**src/rtl/smnpp_pkg.sv**
```systemverilog
// Shared widths, register indexes and the result group type of the nibble plane packer.
package smnpp_pkg;

  localparam int AddrW   = 23;
  localparam int SampleW = 16;
  localparam int ByteW   = 8;
  localparam int CfgIdxW = 2;
  localparam int InDataW  = 40;
  localparam int OutDataW = 48;

  localparam logic [CfgIdxW-1:0] RegDirection  = 2'd0;
  localparam logic [CfgIdxW-1:0] RegPixelCount = 2'd1;

  // Number of results in a group.
  localparam logic [1:0] GroupOne   = 2'd1;
  localparam logic [1:0] GroupThree = 2'd3;

  typedef struct packed {
    logic [1:0]                   count;
    logic [2:0][AddrW-1:0]        addr;
    logic [2:0][ByteW-1:0]        data;
    logic signed [SampleW-1:0]    sample;
  } smnpp_group_t;

endpackage

```
**src/rtl/smnpp_core.sv**
```systemverilog
// Configuration registers, pixel position state and the per-pixel encode and decode logic.
module smnpp_core import smnpp_pkg::*; #(
  parameter int MAX_PIXELS = 4194304
) (
  input  logic                      clk,
  input  logic                      rst,
  input  logic                      cfg_write,
  input  logic [CfgIdxW-1:0]        cfg_index,
  input  logic [AddrW-1:0]          cfg_data,
  input  logic                      load,
  input  logic signed [SampleW-1:0] sample,
  input  logic [ByteW-1:0]          low_byte,
  input  logic [ByteW-1:0]          plane_b_byte,
  input  logic [ByteW-1:0]          plane_c_byte,
  output smnpp_group_t              group
);

  localparam logic [AddrW:0] MaxPix = (AddrW+1)'(MAX_PIXELS);

  logic             direction;
  logic [AddrW-1:0] pixel_count;
  logic [AddrW-1:0] pixel_index;
  logic [AddrW-1:0] pixel_index_next;
  logic [3:0]       pending_b;
  logic [3:0]       pending_c;

  logic [AddrW-1:0]   npix;
  logic [AddrW-1:0]   p;
  logic               odd;
  logic               last_pix;
  logic [AddrW:0]     half;
  logic [AddrW:0]     addr_b;
  logic [AddrW:0]     addr_c;
  logic [SampleW-1:0] mag;
  logic [SampleW-1:0] u_enc;
  logic [3:0]         nb;
  logic [3:0]         nc;
  logic [ByteW-1:0]   byte_b;
  logic [ByteW-1:0]   byte_c;
  logic [ByteW-1:0]   hi_dec;
  logic [SampleW-1:0] u_dec;
  logic [SampleW-2:0] s_dec;
  logic [SampleW-1:0] v_dec;

  always_ff @(posedge clk) begin
    if (rst) begin
      direction   <= 1'b0;
      pixel_count <= AddrW'(1);
    end else if (cfg_write) begin
      case (cfg_index)
        RegDirection:  direction   <= cfg_data[0];
        RegPixelCount: pixel_count <= cfg_data;
        default: ;
      endcase
    end
  end

  always_comb begin
    if (pixel_count == '0) begin
      npix = AddrW'(1);
    end else if ({1'b0, pixel_count} > MaxPix) begin
      npix = MaxPix[AddrW-1:0];
    end else begin
      npix = pixel_count;
    end
    p        = (pixel_index < npix) ? pixel_index : '0;
    odd      = p[0];
    last_pix = (p == npix - AddrW'(1));
    half     = ({1'b0, npix} + (AddrW+1)'(1)) >> 1;
    addr_b   = {1'b0, npix} + {2'b00, p[AddrW-1:1]};
    addr_c   = addr_b + half;
    pixel_index_next = (p + AddrW'(1) >= npix) ? '0 : p + AddrW'(1);

    // Sign-magnitude code with the sign in bit 0; the most negative sample wraps to 1.
    mag = -sample;
    if (sample[SampleW-1]) begin
      u_enc = {mag[SampleW-2:0], 1'b1};
    end else begin
      u_enc = {sample[SampleW-2:0], 1'b0};
    end
    nb = u_enc[11:8];
    nc = u_enc[15:12];
    byte_b = {odd ? pending_b : nb, odd ? nb : 4'h0};
    byte_c = {odd ? pending_c : nc, odd ? nc : 4'h0};

    if (odd) begin
      hi_dec = {plane_c_byte[3:0], plane_b_byte[3:0]};
    end else begin
      hi_dec = {plane_c_byte[7:4], plane_b_byte[7:4]};
    end
    u_dec = {hi_dec, low_byte};
    s_dec = u_dec[SampleW-1:1];
    if (u_dec[0]) begin
      v_dec = (s_dec == '0) ? 16'h8000 : -{1'b0, s_dec};
    end else begin
      v_dec = {1'b0, s_dec};
    end

    group.addr[0] = direction ? '0 : p;
    group.data[0] = direction ? '0 : u_enc[ByteW-1:0];
    group.addr[1] = addr_b[AddrW-1:0];
    group.data[1] = byte_b;
    group.addr[2] = addr_c[AddrW-1:0];
    group.data[2] = byte_c;
    group.sample  = direction ? v_dec : '0;
    group.count   = (!direction && (odd || last_pix)) ? GroupThree : GroupOne;
  end

  always_ff @(posedge clk) begin
    if (rst) begin
      pixel_index <= '0;
      pending_b   <= '0;
      pending_c   <= '0;
    end else if (load) begin
      pixel_index <= pixel_index_next;
      if (!direction && !odd) begin
        pending_b <= nb;
        pending_c <= nc;
      end
    end
  end

endmodule

```
**src/rtl/smnpp_outbuf.sv**
```systemverilog
// Result register that holds one group of results and hands them out one transfer at a time.
module smnpp_outbuf import smnpp_pkg::*; (
  input  logic                clk,
  input  logic                rst,
  input  smnpp_group_t        group,
  input  logic                load,
  output logic                can_load,
  output logic                m_tvalid,
  input  logic                m_tready,
  output logic [OutDataW-1:0] m_tdata,
  output logic                m_tlast
);

  smnpp_group_t held;
  logic         valid;
  logic [1:0]   pos;
  logic         take;
  logic         at_last;

  assign at_last  = (pos == held.count - 2'd1);
  assign take     = valid && m_tready;
  assign can_load = !valid || (m_tready && at_last);

  assign m_tvalid = valid;
  assign m_tlast  = at_last;
  assign m_tdata  = {1'b0, held.sample, held.data[pos], held.addr[pos]};

  always_ff @(posedge clk) begin
    if (load) begin
      held <= group;
    end
  end

  always_ff @(posedge clk) begin
    if (rst) begin
      valid <= 1'b0;
      pos   <= '0;
    end else if (load) begin
      valid <= 1'b1;
      pos   <= '0;
    end else if (take) begin
      if (at_last) begin
        valid <= 1'b0;
        pos   <= '0;
      end else begin
        pos <= pos + 2'd1;
      end
    end
  end

endmodule

```
**src/rtl/sign_magnitude_nibble_plane_packer_top.sv**
```systemverilog
// Top level of the sign-magnitude nibble plane packer.
// An input transfer is taken in any cycle in which the result register is empty or
// is handing out its final result, so decode items and encode items for an even,
// non-final pixel go through at one per clock while m_tready is high. An encode item
// for an odd pixel, or for the final pixel of the region, yields three results
// (plane A, then plane B, then plane C byte), and because the single output port moves
// one result per transfer such an item occupies the output for three transfers. Plane
// offsets follow pixel_count. Both direction and pixel_count come in on the always-ready
// cfg channel, only while no item is in flight: a user rule the block does not enforce.
module sign_magnitude_nibble_plane_packer_top import smnpp_pkg::*; #(
  parameter int MAX_PIXELS = 4194304
) (
  input  logic                clk,
  input  logic                rst,
  input  logic                cfg_valid,
  output logic                cfg_ready,
  input  logic [CfgIdxW-1:0]  cfg_index,
  input  logic [AddrW-1:0]    cfg_data,
  input  logic                s_tvalid,
  output logic                s_tready,
  // sample[15:0], low_byte[23:16], plane_b_byte[31:24], plane_c_byte[39:32]
  input  logic [InDataW-1:0]  s_tdata,
  output logic                m_tvalid,
  input  logic                m_tready,
  // out_addr[22:0], out_byte[30:23], out_sample[46:31], zero pad[47]
  output logic [OutDataW-1:0] m_tdata,
  output logic                m_tlast
);

  smnpp_group_t group;
  logic         load;

  assign cfg_ready = 1'b1;
  assign load      = s_tvalid && s_tready;

  smnpp_core #(
    .MAX_PIXELS(MAX_PIXELS)
  ) u_core (
    .clk         (clk),
    .rst         (rst),
    .cfg_write   (cfg_valid && cfg_ready),
    .cfg_index   (cfg_index),
    .cfg_data    (cfg_data),
    .load        (load),
    .sample      (s_tdata[15:0]),
    .low_byte    (s_tdata[23:16]),
    .plane_b_byte(s_tdata[31:24]),
    .plane_c_byte(s_tdata[39:32]),
    .group       (group)
  );

  smnpp_outbuf u_outbuf (
    .clk     (clk),
    .rst     (rst),
    .group   (group),
    .load    (load),
    .can_load(s_tready),
    .m_tvalid(m_tvalid),
    .m_tready(m_tready),
    .m_tdata (m_tdata),
    .m_tlast (m_tlast)
  );

endmodule

```
**config.mk**
```make
export PLATFORM = sky130hd
export DESIGN_NAME = sign_magnitude_nibble_plane_packer_top
export DESIGN_NICKNAME = d
export VERILOG_FILES = /design/src/rtl/smnpp_pkg.sv /design/src/rtl/smnpp_core.sv /design/src/rtl/smnpp_outbuf.sv /design/src/rtl/sign_magnitude_nibble_plane_packer_top.sv
export SDC_FILE = /design/constraint.sdc
export NUM_CORES = 1
export LEC_CHECK = 0
export ABC_AREA = 1
export BUFFER_PORTS_ARGS = -buffer_cell sky130_fd_sc_hd__buf_2
export CAP_MARGIN = 5
export CORE_UTILIZATION = 55
export DETAILED_ROUTE_END_ITERATION = 10
export PLACE_DENSITY = 0.78
export SLEW_MARGIN = 30
export SYNTH_ARGS = -nofsm -noshare
export SYNTH_HDL_FRONTEND = slang
export SYNTH_HIERARCHICAL = 1
export SYNTH_SLANG_ARGS = --single-unit
```
**constraint.sdc**
```tcl
create_clock -name clk -period 6.5 [get_ports clk]
set_clock_uncertainty 0.15 [all_clocks]
set_input_delay 1.3 -clock clk [delete_from_list [all_inputs] [get_ports clk]]
set_output_delay 1.3 -clock clk [all_outputs]
set_load 0.05 [all_outputs]
```
# Word level (Yosys, flattened, before mapping)
# Index checks and enable logic that the tools add are counted.
word_totals:
  regBits: 169
  in_bits: 70
op_classes:
  addsub: 9
  order_cmp: 4
  n_eq_ne: 3
  mux: 19
  n_reduce_logical: 21
op_table:
  columns: ["op", "count"]
  rows:
  - ["$mux W23", 5]
  - ["$bmux W23 S2", 1]
  - ["$mux W16", 2]
  - ["$add A23 B1 Y24 const B", 1]
  - ["$add A23 B1 Y23 const B", 1]
  - ["$add A23 B22 Y23", 1]
  - ["$add A23 B23 Y23", 1]
  - ["$eq A23 B23 Y1", 1]
  - ["$ge A23 B23 Y1", 1]
  - ["$gt A23 B23 Y1 const B", 1]
  - ["$logic_not A23 Y1", 1]
  - ["$lt A23 B23 Y1", 1]
  - ["$sub A23 B1 Y23 const B", 1]
  - ["$bmux W8 S2", 1]
  - ["$mux W8", 2]
  - ["$neg A15 Y16", 1]
  - ["$logic_not A15 Y1", 1]
  - ["$mux W15", 1]
  - ["$neg A15 Y15", 1]
  - ["$reduce_and A2 Y1", 5]
  - ["$mux W4", 2]
  - ["$logic_and A1 B1 Y1", 5]
  - ["$mux W2", 2]
  - ["$reduce_bool A2 Y1", 2]
  - ["other kinds (10)", 15]

# Longest topological paths before layout
depth:
  depth_word: 9
  mapped_depth: 43

# Modules after synthesis
# The synthesis kept the hierarchy.
by_module_without_submodules:
  columns: ["module", "instances", "cells_each", "area_per_inst_um2"]
  rows:
  - ["smnpp_core", 1, 1459, 8729.6]
  - ["smnpp_outbuf", 1, 304, 4386.7]
  - ["sign_magnitude_nibble_plane_packer_top", 1, 4, 18.8]

# Worst setup path after synthesis
# No wires, ideal clock.
synth_timing:
  kind: "register to register"
  startpoint: "register u_core.pixel_count[12]"
  endpoint: "register u_outbuf/held[105] in the netlist's numbering (data pin)"
  arrival_ns: 5.690
  required_time_ns: 6.085
  path_slack_ns: 0.395
  stages_incl_launch_ff: 33
  n_path_buf: 1
  cell_sequence: "dfxtp_1 -> nor2_1 -> nand2_1 -> nor2_2 -> nand3_1 -> nand2_4 -> buf_2 -> nand2_1 -> ha_1 -> nand2_1 -> inv_1 -> nand4_1 -> o211ai_1 -> a21oi_1 -> nand2_2 -> nor2_1 -> ha_1 -> inv_1 -> fa_1 -> o31ai_1 -> xnor2_1 -> inv_1 -> ha_1 -> a21o_1 -> a21oi_1 -> o21ai_0 -> a21oi_1 -> o21ai_0 -> a21boi_0 -> o21bai_1 -> a21boi_0 -> o21ai_0 -> xor2_1"
synth_rtl:
  columns: ["item", "line_no", "text"]
  rows:
  - ["from (decl)", "smnpp_core.sv:21", "logic [AddrW-1:0] pixel_count;"]
  - ["from (signal assigned)", "smnpp_core.sv:48", "pixel_count <= AddrW'(1);"]
  - ["from (signal assigned)", "smnpp_core.sv:52", "RegPixelCount: pixel_count <= cfg_data;"]
  - ["to (signal assigned)", "smnpp_outbuf.sv:30", "held <= group;"]
  - ["to (decl)", "smnpp_outbuf.sv:14", "smnpp_group_t held;"]

==> run summary <==
Most used DFF post-synth -> edfxtp_1
Final Hold Viols -> 0
Initial Utilization -> 55.96%
port bufs -> 119
most frequent CP cell -> nand2_1
critical-path maximum fanout -> 9
crit path to -> u_outbuf/held[108]$_DFFE_PP_
syn_nets -> 1,933
slew of the pin with the lowest slew margin -> 0.9138 ns
Fillers -> 2,085
Mapped Avg Cell Area -> 7.434 um^2
Core ar. -> 23,470 um^2
vias per cell -> 5.654
Routed WL -> 40.68 mm
via count of the first global-routing pass -> 11,460
max_cap viols -> 0
Max VDD drop -> 0.1488 mV
CP required -> 6.55 ns
status -> completed
Worst Hold Margin -> 0.3442 ns
slowest stage delay, CP -> 0.36 ns
slowest cell on the critical path -> dfxtp_1
die area -> 24,500 um^2
FF-to-FF End -> u_outbuf/held[108]$_DFFE_PP_
Ys Warns -> 6
# IOs -> 122
hold_buf cts -> 0
Max-Slew Margin vs Limit -> 39.08%
Reg2Reg Depth -> 37
mapped cell area -> 13,140 um^2
Synth area leader -> edfxtp_1
Die Span X -> 156.5 um
top cells by area, synth -> edfxtp_1, nand2_1, ha_1
Inserted Clock Buffers -> 17
CP startpoint kind -> register
H-tree level count -> 4
Placer Congestion -> 0.9691
WS Path Type -> register to register
Rows -> 56
via count -> 12,670
top-count cell post-synth -> nand2_1
initial antenna violation count -> 0
layout cells sized above 1 -> 16.29%
height of the die -> 156.5 um
Overflow after GRT -> 0
Synth cell types -> 61
DR WL/cell -> 18.16 um
Post-synth top cells -> nand2_1, nor2_1, inv_1
Final Max Slew Viols -> 0
Root Buffer -> clkbuf_16
dpl hpwl -> 31.68 mm
crit path from -> u_core/pixel_count[18]$_SDFFE_PP0P_
Finished Layout Cells -> 2,240
post-layout min period -> 6.200 ns
Placed Instances -> 2,197
Setup-failing EPs final -> 0
CTS max path bufs -> 2
Antenna Nets Post-Route -> 0
Seq/Total Area, Yosys -> 34.22%
#FFs+latches synth -> 169
largest net degree at the start of global routing -> 76
n_diodes -> 0
Worst-path clk slew -> 0.08 ns
Reg2Reg Setup Slack -> 0.30 ns
Syn Inst Count -> 1,767
Iter 0 DRT Violations -> 1,183
clock latency on the worst-skew pair -> 0.44 ns
first-pass GRT wire length -> 61.09 mm
Async S/R FF share, synth -> 0%
CP arrival -> 6.25 ns
Hold WC Path Type -> register to register
CTS tree -> done
FF-to-FF Start -> u_core/pixel_count[18]$_SDFFE_PP0P_
DRT Pass-1 Iters -> 8
Worst Setup End Kind -> register
Synth top area share -> 25.38%
Pwr per Cell Area -> 199.9 nW/um^2
number of enable flip-flop cells after synthesis -> 111
NumNets Final -> 2,074
Synth-to-Final Area Change -> 13.99%
Pleak -> 0.007167 uW
final worst path period share -> 95.38%
setup TNS -> 0 ns
f_max -> 161.3 MHz
GRT Util Overall -> 33.11%
DR DRC count -> 0
CTS sink cnt -> 169
==> per-layer routing <==
metal / up-vias / GRT usage, % / wire [um]
met5: - / 0 / 0
met4: 0 / 11.34 / 1131
met3: 78 / 4.182 / 3145
met2: 526 / 52.08 / 18240
met1: 5875 / 46.78 / 18160
li1: 6187 / - / -
==> cell families (layout without fill, tap and decap cells) <==
kind of cell,count (synthesis),count (layout),share of synthesized area (%)
flops,169,169,34.22
fa+ha+maj,96,96,9.259
buf+inv,270,422,8.945
other cells,3,3,0.08572
simple gates,820,822,28.29
compound gates,308,308,12.41
xor+xnor,101,101,6.792
==> metrics by stage <==
stage,utilization (%),total power [uW],setup WS (ns),instance area [um^2]
floorplan,-,1785,0.3946,13140
global placement,60.58,1960,0.1819,14220
detailed placement,60.58,1975,0.05863,14220
CTS,63.07,2979,0.02814,14800
global route,63.79,3114,-0.09531,14970
finish,63.79,2993,0.3001,14970
==> where the power goes <==
part	internal [uW]	leakage [uW]	switching [uW]	total (uW)
clock	515	0.000276	504	1020
sequential	1240	0.00158	33.2	1270
combinational	213	0.00531	486	700
total	1970	0.00717	1020	2990
==> state kept, by name (all words and copies together), names as in the netlist <==
| signal | count |
|---|---|
| u_outbuf/held | 95 |
| u_core/pixel_count | 23 |
| u_core/pixel_index | 23 |
| u_outbuf/m_tdata | 16 |
| u_core/pending_b | 4 |
| u_core/pending_c | 4 |
| u_outbuf/pos | 2 |
| u_core/direction | 1 |
| u_outbuf/m_tvalid | 1 |
==> placed cells by master, fill, tap and decap left out, types with 4 or more instances in the layout <==
master,count
a21oi_1,112
a31oi_1,6
and2_1,13
buf_2,119
buf_4,73
clkbuf_16,17
dfxtp_1,58
edfxtp_1,111
ha_1,92
inv_1,177
inv_2,13
inv_6,4
inv_8,5
nand2_1,322
nand2_2,12
nand2_4,8
nand3_1,123
nand3_2,9
nand4_1,41
nor2_1,228
nor2_2,12
nor3_1,24
nor3_2,6
o211ai_1,5
o21ai_0,86
o21ai_1,72
o21bai_1,4
xnor2_1,27
xor2_1,73
==> worst max-delay path, delay by kind of cell (launching register included) <==
kind,cells,cell delay [ns]
and+or+nand+nor,21,2.29
AOI/OAI and AO/OA,9,1.49
adders and majority gates,3,0.99
buffers and inverters,3,0.47
DFF,1,0.36
xor gates and xnor gates,1,0.20
==> area by class of cell <==
class / instances / area [um^2] / area share (%)
tap: 319 / 399.1 / 2.666
timing repair buffer: 194 / 1175 / 7.847
inverter: 196 / 745.7 / 4.980
clock inverter: 14 / 153.9 / 1.028
clock buffer: 18 / 429.2 / 2.866
sequential: 169 / 4494 / 30.02
multi-input combinational: 1330 / 7576 / 50.60
==> how the worst min path moves through the flow <==
| stage | start | endpoint | slack, ns | depth (start not counted) |
|---|---|---|---|---|
| floorplan | u_core/pixel_count[20]$_SDFFE_PP0P_ | u_core/pixel_count[20]$_SDFFE_PP0P_ | 0.31 | 2 |
| global placement | u_core/pixel_index[22]$_SDFFE_PP0P_ | u_core/pixel_index[22]$_SDFFE_PP0P_ | 0.33 | 2 |
| detailed placement | u_core/pixel_index[22]$_SDFFE_PP0P_ | u_core/pixel_index[22]$_SDFFE_PP0P_ | 0.33 | 2 |
| CTS | u_core/pixel_index[22]$_SDFFE_PP0P_ | u_core/pixel_index[22]$_SDFFE_PP0P_ | 0.34 | 2 |
| global route | u_core/pixel_index[22]$_SDFFE_PP0P_ | u_core/pixel_index[22]$_SDFFE_PP0P_ | 0.38 | 2 |
| finish | u_core/pixel_index[22]$_SDFFE_PP0P_ | u_core/pixel_index[22]$_SDFFE_PP0P_ | 0.34 | 2 |
==> timing repair <==
action,CTS,global route
setup buffers,0,9
endpoints found under the hold margin,0,0
endpoints found under the setup margin,0,28
resized for setup,0,20
Power figures use the tool's default switching activity.
